`config.mk`:
```
export PLATFORM = sky130hd
export DESIGN_NAME = pfp_fifo
export DESIGN_NICKNAME = d
export VERILOG_FILES = /design/src/rtl/pfp_fifo.sv
export SDC_FILE = /design/constraint.sdc
export NUM_CORES = 1
export LEC_CHECK = 0
export BUFFER_PORTS_ARGS = -buffer_cell sky130_fd_sc_hd__clkbuf_2
export CORE_UTILIZATION = 44
export DETAILED_ROUTE_END_ITERATION = 10
export GPL_TIMING_DRIVEN = 0
export PLACE_DENSITY = 0.74
export SYNTH_ARGS = -nofsm -noshare
export SYNTH_HDL_FRONTEND = slang
export SYNTH_SLANG_ARGS = --single-unit
```
`constraint.sdc`:
```
create_clock -name i_clk -period 1.1 [get_ports i_clk]
set_input_delay 0.165 -clock i_clk [delete_from_list [all_inputs] [get_ports i_clk]]
set_output_delay 0.165 -clock i_clk [all_outputs]
set_load 0.005 [all_outputs]
```
`src/rtl/pfp_fifo.sv`:
```
// short register queue between the front and back halves
`default_nettype none
module pfp_fifo #(
    parameter int W     = 8,
    parameter int DEPTH = 2
) (
    input  wire logic         i_clk,
    input  wire logic         i_rst_n,
    input  wire logic         i_push,
    input  wire logic [W-1:0] i_wdata,
    input  wire logic         i_pop,
    output logic [W-1:0]      o_rdata,
    output logic              o_full,
    output logic              o_empty
);
    localparam int AW = (DEPTH > 1) ? $clog2(DEPTH) : 1;
    localparam int CNTW = $clog2(DEPTH + 1);

    logic [W-1:0]    r_mem [DEPTH];
    logic [AW-1:0]   r_wptr;
    logic [AW-1:0]   r_rptr;
    logic [CNTW-1:0] r_cnt;

    assign o_full  = (r_cnt == CNTW'(DEPTH));
    assign o_empty = (r_cnt == '0);
    assign o_rdata = r_mem[r_rptr];

    always_ff @(posedge i_clk) begin
        if (!i_rst_n) begin
            r_wptr <= '0;
            r_rptr <= '0;
            r_cnt  <= '0;
        end else begin
            if (i_push) begin
                r_wptr <= (r_wptr == AW'(DEPTH - 1)) ? '0 : r_wptr + AW'(1);
            end
            if (i_pop) begin
                r_rptr <= (r_rptr == AW'(DEPTH - 1)) ? '0 : r_rptr + AW'(1);
            end
            case ({i_push, i_pop})
                2'b10:   r_cnt <= r_cnt + CNTW'(1);
                2'b01:   r_cnt <= r_cnt - CNTW'(1);
                default: r_cnt <= r_cnt;
            endcase
        end
    end

    always_ff @(posedge i_clk) begin
        if (i_push) begin
            r_mem[r_wptr] <= i_wdata;
        end
    end
endmodule
`default_nettype wire

```
==> metrics.csv, run 1 <==
metric,value,unit
CTS Root Buffer Type,clkbuf_4,
max_slew headroom,0.818,
via-per-instance ratio,4.63,
"Clk Latency, worst-skew pair",0.30,ns
crit path buf inv count,2,
Layout area overhead,29.4,%
Layout Skew,0.0101,ns
"Slew Viols, Final",0,
CP Class,reg2out,
total wire length,1120,microns
RSZ-0062 raised after global routing,true,
Clock Path Buffers,2,
Psw,0.337,mW
Critical Path End Type,output pin,
fillcell total,129,
Logic pwr share,0.163,
# rows,14,
CP Max Fanout,8,
Yosys warning count,0,
DRC errors left,0,
Pint,1.20,mW
Congestion Overflow GR,0,
initial antenna violation count,0,
Via Count,449,
final layout net count,87,
Place WS,-0.173,ns
H-Tree Level Count,1,
Multi-input gate area,249,sq um
Post-Syn Instances,47,
Die Width,44.4,microns
fin util,0.643,
share of post-route cells with drive strength above 1,0.562,
"Net Count, Synth",60,
number of synthesized register bits,21,
Ports,22,
Crit path largest cell delay,0.34,ns
sequential share of the synthesized area,0.733,
outcome,"complete, but fails checks",
largest net degree at the start of global routing,13,
GP Congestion,0.611,
Sequential Power Share,0.607,
required time of the critical path,0.94,ns
setup violators final,9,
"Avg Cell Area, Syn",16.9,sq um
vias in the first global route,457,
worst-margin pin slew,0.272,ns
min Tclk post-route,1.35,ns
Switching Share,0.220,
placed wire-length estimate,789,microns
clock transition at the registers of the reported paths,0.11,ns
leakage power,0.428,nW
Highest Clock Rate,0.740,GHz
core box area,1590,sq um
max cap viols,0,
Worst EP arrival,1.19,ns
first-pass GRT wire length,1840,microns
DR pass1 iterations,3,
CTS tree,yes,
ANT cells,0,
initial cell density of the core,0.497,
worst hold path type,in2reg,
total CTS buffers,3,
fin crit share,1.23,
failing checks,negative setup slack,
PD cells,1500,nW/um^2
Die Ht,44.4,microns
Routed Antenna Nets,0,
crit path launch type,flop,
Avg WL per Cell,11.6,microns
DR iter-0 viols,4,
post-synth cell types,16,
"Critical Path, Cell by Cell","buf_8, mux2_4, clkbuf_2",
Fin. Hold Viols,0,
die area,1970,sq um
PortBufs,21,
# hold bufs at CTS,0,
slowest CP cell,dfxtp_2,
family with the most delay on the worst path,flip-flops,
clock power share,0.230,
setup ws final,-0.252,ns
# clock sinks,21,
Mapped Area,792,sq um
Max rail drop VDD,0.914,mV
storage element area,583,sq um
GRT Util Overall,0.137,
## cell usage in the layout (no fill, tap or decap), types with 2 or more instances in the layout
master / n
mux2_4: 8
dfxtp_2: 2
dfxtp_1: 3
clkbuf_4: 3
and2_1: 3
clkbuf_2: 21
edfxtp_1: 16
## flip-flops by register name, summed over array words and instances, names as in the netlist, named ones only
name and cells:
r_cnt 2, r_wptr 1, r_mem 16, r_rptr 1
## cells in the mapped netlist
| cell type | count | share of area |
|---|---|---|
| a21boi_1 | 1 | 0.0095 |
| and2_1 | 4 | 0.032 |
| and2b_2 | 1 | 0.011 |
| buf_2 | 1 | 0.0063 |
| dfxtp_1 | 5 | 0.13 |
| edfxtp_1 | 16 | 0.61 |
| ha_1 | 1 | 0.016 |
| inv_1 | 1 | 0.0047 |
| mux2_2 | 8 | 0.11 |
| nor2_1 | 2 | 0.0095 |
| nor2b_1 | 1 | 0.0079 |
| o21a_1 | 1 | 0.0095 |
| o21ai_0 | 1 | 0.0063 |
| or3_1 | 1 | 0.0079 |
| xnor2_1 | 2 | 0.022 |
| xor2_1 | 1 | 0.011 |
## worst register-to-register path: stages (launching register included)
cell and delay, ns:
dfxtp_2 0.34, buf_6 0.12, xnor2_2 0.12, or3_1 0.31
a21boi_1 0.12
## cell type report
cell class	count	area share
flip-flops and latches	21	0.569
multi-input cells	24	0.243
plain buffers	1	0.0147
well taps	24	0.0293
inverters	1	0.00366
clock buffers	3	0.0220
repair buffers	22	0.114
clock inverters	1	0.00488
## logic make-up (layout without fill, tap and decap cells)
| logic type | count (synthesis) | count (layout) | synth area share |
|---|---|---|---|
| and+or+nand+nor | 9 | 9 | 0.0679 |
| DFF | 21 | 21 | 0.733 |
| AOI/OAI and AO/OA | 3 | 3 | 0.0253 |
| muxes | 8 | 8 | 0.114 |
| xor gates and xnor gates | 3 | 3 | 0.0332 |
| buffers and inverters | 2 | 28 | 0.0110 |
| adders and majority gates | 1 | 1 | 0.0158 |
## power groups by stage
stage / Combinational (mW) / Sequential [mW] / Clock [mW]
floorplan: 0.117 / 0.941 / 0
global placement: 0.191 / 0.943 / 0
detailed placement: 0.196 / 0.946 / 0
CTS: 0.239 / 0.930 / 0.369
global route: 0.279 / 0.936 / 0.396
finish: 0.250 / 0.931 / 0.353
## per-stage QoR
stage / cell area, sq um / power, mW / cells / setup TNS, ns / hold WS [ns]
global placement: 927 / 1.13 / 92 / -1.47 / 0.354
floorplan: 792 / 1.06 / 47 / 0 / 0.264
CTS: 1010 / 1.54 / 97 / -2.13 / 0.0381
finish: 1020 / 1.53 / 97 / -2.00 / 0.0468
global route: 1020 / 1.61 / 97 / -2.49 / 0.0320
detailed placement: 927 / 1.14 / 92 / -1.75 / 0.359
## layer usage
metal  vias up  GRT usage  part of all wire
met3         2     0.0449             0.052
li1        223          -                 -
met2        16      0.238              0.51
met4         0     0.0727             0.016
met1       208      0.148              0.42
met5         -          0                 0
## path summary, 6_finish.rpt
| check | startpoint | end | slack, ns | cells past startpoint |
|---|---|---|---|---|
| max | flop | o_rdata[4] | -0.25 | 3 |
| max reg2reg | r_cnt[0] | r_cnt[1] | 0.02 | 4 |
| min reg2reg | r_cnt[1] | r_cnt[1] | 0.51 | 2 |
| min | i_wdata[1] | r_mem[1][1] | 0.05 | 1 |
## what timing repair did
item                       4_1_cts  5_1_grt
hold endpoints to repair         0        0
pin swaps                        0        1
setup endpoints to repair       18       26
setup buffers                    1        0
resized for setup               14        4
Power figures use the tool's default switching activity.
==> run 2, diff against run 1 <==
--- a/config.mk
+++ b/config.mk
@@ -10,6 +10,7 @@
 export DETAILED_ROUTE_END_ITERATION = 10
 export GPL_TIMING_DRIVEN = 0
 export PLACE_DENSITY = 0.74
+export SKIP_CTS_REPAIR_TIMING = 1
 export SYNTH_ARGS = -nofsm -noshare
 export SYNTH_HDL_FRONTEND = slang
 export SYNTH_SLANG_ARGS = --single-unit
==> run 2 against run 1 <==
Compared with the run above:
- the flow still finishes with violations (negative setup slack)
- cell area down 1.8%
- non-clock buffer count down 1
- fmax up 0.10%
- sequential power about the same
- clock power about the same
- sequential share of layout area up 1.1 points
- power down 1.4%
- highest routed layer unchanged
==> metrics.csv, run 2 (synthesis results as in run 1) <==
metric,value,unit,change
CP Max Fanout,8,,unchanged
failing checks,negative setup slack,,unchanged
PD cells,1500,nW/um^2,about the same
H-Tree Level Count,1,,unchanged
Worst R2R End,r_mem[1][4],,was r_cnt[1]
required time of the critical path,0.94,ns,about the same
largest registers,"r_mem: 16 flops, r_cnt: 2 flops",,unchanged
max cap viols,0,,unchanged
Routed Antenna Nets,0,,unchanged
PortBufs,21,,unchanged
placed wire-length estimate,789,microns,unchanged
die area,1970,sq um,unchanged
RR Startpoint,r_wptr,,was r_cnt[0]
fillcell total,132,,was 129
min Tclk post-route,1.35,ns,about the same
r2r setup slk,0.11,ns,was 0.02 ns
setup ws final,-0.250,ns,was -0.252 ns
leakage power,0.418,nW,was 0.428 nW
DR pass1 iterations,2,,was 3
fin crit share,1.23,,about the same
Clock Path Buffers,2,,unchanged
# clock sinks,21,,unchanged
CP Class,reg2out,,unchanged
GP Congestion,0.611,,unchanged
worst-margin pin slew,0.270,ns,was 0.272 ns
clock transition at the registers of the reported paths,0.11,ns,about the same
Switching Share,0.219,,was 0.220
final layout net count,86,,was 87
Placed Area,927,sq um,unchanged
crit path launch type,flop,,unchanged
DR iter-0 viols,4,,unchanged
initial antenna violation count,0,,unchanged
largest net degree at the start of global routing,13,,unchanged
ANT cells,0,,unchanged
Logic pwr share,0.150,,was 0.163
Highest Clock Rate,0.741,GHz,was 0.740 GHz
Critical Path End Type,output pin,,unchanged
total CTS buffers,3,,unchanged
CTS Root Buffer Type,clkbuf_4,,unchanged
Ports,22,,unchanged
GRT Util Overall,0.132,,was 0.137
RSZ-0062 raised after global routing,true,,unchanged
CTS tree,yes,,unchanged
Pint,1.18,mW,was 1.20 mW
Setup crit end,o_rdata[4],,unchanged
worst hold path type,in2reg,,unchanged
share of post-route cells with drive strength above 1,0.542,,was 0.562
Die Ht,44.4,microns,unchanged
Place WS,-0.173,ns,unchanged
Worst EP arrival,1.19,ns,about the same
"Slew Viols, Final",0,,unchanged
vias in the first global route,439,,was 457
R2R depth,1,,was 4
post-route cell area,1010,sq um,was 1020 sq um
Sequential Power Share,0.617,,was 0.607
Via Count,445,,was 449
core box area,1590,sq um,unchanged
total wire length,1100,microns,was 1120 microns
Layout area overhead,27.0,%,was 29.4%
DRC errors left,0,,unchanged
Avg WL per Cell,11.5,microns,was 11.6 microns
Max rail drop VDD,0.908,mV,was 0.914 mV
initial cell density of the core,0.497,,unchanged
first-pass GRT wire length,1770,microns,was 1840 microns
"leading cell type in the layout, fill and taps excluded",clkbuf_2,,unchanged
setup violators final,9,,unchanged
Fin. Hold Viols,0,,unchanged
max FFs per register,16,,unchanged
max_slew headroom,0.819,,was 0.818
via-per-instance ratio,4.64,,was 4.63
Congestion Overflow GR,0,,unchanged
"Most flops, register",r_mem,,unchanged
"Clk Latency, worst-skew pair",0.30,ns,about the same
Layout Skew,0.0106,ns,was 0.0101 ns
"commonest cells after routing, fill and taps aside","clkbuf_2 (21), edfxtp_1 (16), mux2_4 (8)",,unchanged
# rows,14,,unchanged
Die Width,44.4,microns,unchanged
Psw,0.331,mW,was 0.337 mW
outcome,"complete, but fails checks",,unchanged
clock power share,0.233,,was 0.230
[run 2: cell types whose count changed in the layout (fill, tap and decap cells not counted), sizes merged]
cell / delta
buf: -1
[run 2: per-layer routing]
layer / wire length [microns] / global-route usage / up-vias
met2: 554 / 0.226 / 16
met4: 18 / 0.0727 / 0
met3: 58 / 0.0449 / 2
met5: 0 / 0 / -
li1: - / - / 220
met1: 471 / 0.142 / 207
[run 2: cell type report]
class	instances	area (sq um)	area share
plain buffers	1	15.0	0.0149
clock buffers	3	22.5	0.0224
clock inverters	1	5.00	0.00498
inverters	1	3.75	0.00373
multi-input cells	24	241	0.240
flip-flops and latches	21	583	0.580
well taps	24	30.0	0.0299
repair buffers	21	105	0.104
[run 2: worst min path at each step]
stage | startpoint | to | depth (start not counted)
floorplan | i_wdata[0] | r_mem[0][0] | 0
global placement | i_wdata[2] | r_mem[0][2] | 1
detailed placement | i_wdata[1] | r_mem[0][1] | 1
CTS | i_wdata[1] | r_mem[1][1] | 1
global route | i_wdata[1] | r_mem[1][1] | 1
finish | i_wdata[1] | r_mem[1][1] | 1
[run 2: critical path, stage by stage (launching register included)]
cell,delay [ns]
dfxtp_2,0.34
buf_8,0.14
mux2_4,0.30
clkbuf_2,0.11
[run 2: power groups by stage]
stage / Sequential (mW) / Combinational [mW] / Clock (mW)
floorplan: 0.941 / 0.117 / 0
global placement: 0.943 / 0.191 / 0
detailed placement: 0.946 / 0.196 / 0
CTS: 0.928 / 0.198 / 0.369
global route: 0.939 / 0.255 / 0.396
finish: 0.933 / 0.227 / 0.352
[run 2: through the flow]
stage	power, mW	cells	setup TNS (ns)	hold slack [ns]	utilization
after CTS	1.49	96	-4.71	0.0381	0.599
final	1.51	96	-2.01	0.0464	0.631
after detailed placement	1.14	92	-1.75	0.359	0.582
after floorplan	1.06	47	0	0.264	-
after global placement	1.13	92	-1.47	0.354	0.582
after global routing	1.59	96	-2.46	0.0320	0.631
==> run 3, diff against run 2 <==
--- a/config.mk
+++ b/config.mk
@@ -6,10 +6,13 @@
 export NUM_CORES = 1
 export LEC_CHECK = 0
 export BUFFER_PORTS_ARGS = -buffer_cell sky130_fd_sc_hd__clkbuf_2
-export CORE_UTILIZATION = 44
+export CELL_PAD_IN_SITES_DETAIL_PLACEMENT = 1
+export CELL_PAD_IN_SITES_GLOBAL_PLACEMENT = 1
+export CORE_UTILIZATION = 36
 export DETAILED_ROUTE_END_ITERATION = 10
 export GPL_TIMING_DRIVEN = 0
 export PLACE_DENSITY = 0.74
+export RECOVER_POWER = 50
 export SKIP_CTS_REPAIR_TIMING = 1
 export SYNTH_ARGS = -nofsm -noshare
 export SYNTH_HDL_FRONTEND = slang
==> run 3 against run 2 <==
Compared with the run above:
- the run still ends with negative setup slack left
- register-to-register slack lost 0.03 ns
- worst hold slack gained 0.0092 ns
- power grew 0.90%
- first-iteration DRC count shrank 50%
- largest power group unchanged
==> metrics.csv, run 3 (synthesis results as in run 1) <==
metric,value,unit,change
outcome,"complete, but fails checks",,unchanged
failing checks,negative setup slack,,unchanged
Hold Path Depth,1,,unchanged
initial antenna violation count,0,,unchanged
initial cell density of the core,0.392,,was 0.497
Via Count,447,,was 445
DR pass1 iterations,2,,unchanged
worst hold path type,in2reg,,unchanged
Congestion Overflow GR,0,,unchanged
Highest Clock Rate,0.724,GHz,was 0.741 GHz
GRT Util Overall,0.125,,was 0.132
Max rail drop VDD,0.954,mV,was 0.908 mV
CP Class,reg2out,,unchanged
total CTS buffers,3,,unchanged
"commonest cells after routing, fill and taps aside","edfxtp_1 (16), clkbuf_2 (15), mux2_4 (8), clkbuf_1 (6)",,"was clkbuf_2 (21), edfxtp_1 (16), mux2_4 (8)"
# rows,16,,was 14
DR iter-0 viols,2,,was 4
HP Start,i_wdata[7],,was i_wdata[1]
PortBufs,21,,unchanged
setup ws final,-0.281,ns,was -0.250 ns
CTS tree,yes,,unchanged
worst-margin pin slew,0.285,ns,was 0.270 ns
Avg WL per Cell,13.2,microns,was 11.5 microns
Fin. Hold Viols,0,,unchanged
placed wire-length estimate,953,microns,was 789 microns
"leading cell type in the layout, fill and taps excluded",edfxtp_1,,was clkbuf_2
CTS Root Buffer Type,clkbuf_4,,unchanged
largest registers,"r_mem: 16 flops, r_cnt: 2 flops",,unchanged
ANT cells,0,,unchanged
Die Ht,48.9,microns,was 44.4 microns
leakage power,0.406,nW,was 0.418 nW
H-Tree Level Count,1,,unchanged
clock transition at the registers of the reported paths,0.10,ns,was 0.11 ns
largest net degree at the start of global routing,12,,was 13
RR Startpoint,r_wptr,,unchanged
CP Max Fanout,8,,unchanged
crit path launch type,flop,,unchanged
via-per-instance ratio,4.47,,was 4.64
Ports,22,,unchanged
max FFs per register,16,,unchanged
share of post-route cells with drive strength above 1,0.466,,was 0.542
GP Congestion,0.645,,was 0.611
PD cells,1500,nW/um^2,about the same
Routed Antenna Nets,0,,unchanged
r2r setup slk,0.08,ns,was 0.11 ns
die area,2390,sq um,was 1970 sq um
Layout area overhead,28.6,%,was 27.0%
max cap viols,0,,unchanged
required time of the critical path,0.94,ns,about the same
setup violators final,9,,unchanged
"Clk Latency, worst-skew pair",0.29,ns,was 0.30 ns
DRC errors left,0,,unchanged
fin crit share,1.26,,was 1.23
final layout net count,87,,was 86
R2R depth,1,,unchanged
"Most flops, register",r_mem,,unchanged
Critical Path End Type,output pin,,unchanged
core box area,2020,sq um,was 1590 sq um
Place WS,-0.227,ns,was -0.173 ns
Worst R2R End,r_mem[1][0],,was r_mem[1][4]
vias in the first global route,471,,was 439
first-pass GRT wire length,2140,microns,was 1770 microns
Die Width,48.9,microns,was 44.4 microns
max_slew headroom,0.810,,was 0.819
setup TNS,-2.13,ns,was -2.01 ns
min Tclk post-route,1.38,ns,was 1.35 ns
Clock Path Buffers,2,,unchanged
total wire length,1320,microns,was 1100 microns
Layout Skew,0.00105,ns,was 0.0106 ns
"Slew Viols, Final",0,,unchanged
hold endpoint,r_mem[1][7],,was r_mem[1][1]
# clock sinks,21,,unchanged
RSZ-0062 raised after global routing,true,,unchanged
Worst EP arrival,1.22,ns,was 1.19 ns
-- run 3: critical path, stage by stage, from the launching register on --
cell and delay [ns]:
dfxtp_2 0.35, buf_8 0.14, mux2_4 0.31, buf_6 0.12
-- run 3: metrics by stage --
stage               std cells  utilization  power (mW)  hold slack [ns]  instance area (sq um)
floorplan                  47            -        1.06            0.264                    792
global placement           95        0.460        1.14            0.355                    931
detailed placement         95        0.460        1.15            0.358                    931
CTS                        99        0.473        1.50           0.0448                    957
global route              100        0.504        1.60           0.0373                   1020
finish                    100        0.504        1.53           0.0556                   1020
-- run 3: worst max-delay path by stage --
stage                  endpoint  slack (ns)  cells past startpoint
floorplan           r_mem[0][0]        0.02                      1
global placement    r_mem[0][0]       -0.19                      3
detailed placement  r_mem[0][1]       -0.23                      3
CTS                  o_rdata[3]       -0.38                      3
global route         o_rdata[3]       -0.34                      3
finish               o_rdata[3]       -0.28                      3
-- run 3: per-layer routing --
layer  up-vias  part of all wire  global-route usage
met5         -                 0                   0
met4         0             0.026              0.0882
met3         4             0.048              0.0374
met2        13              0.50               0.206
met1       206              0.42               0.138
li1        224                 -                   -
-- run 3: where the power goes --
part | internal [mW] | switching (mW) | leakage (nW)
clock network | 0.141 | 0.208 | 0.0150
logic | 0.145 | 0.0967 | 0.199
registers | 0.909 | 0.0249 | 0.193
total | 1.20 | 0.330 | 0.406
-- run 3: cell type report --
type | count | area, sq um
buffer | 1 | 15.0
clock buffer | 4 | 26.3
fill | 217 | 1000
inverter | 1 | 3.75
multi-input combinational | 24 | 241
sequential | 21 | 586
tap | 27 | 33.8
timing repair buffer | 22 | 113
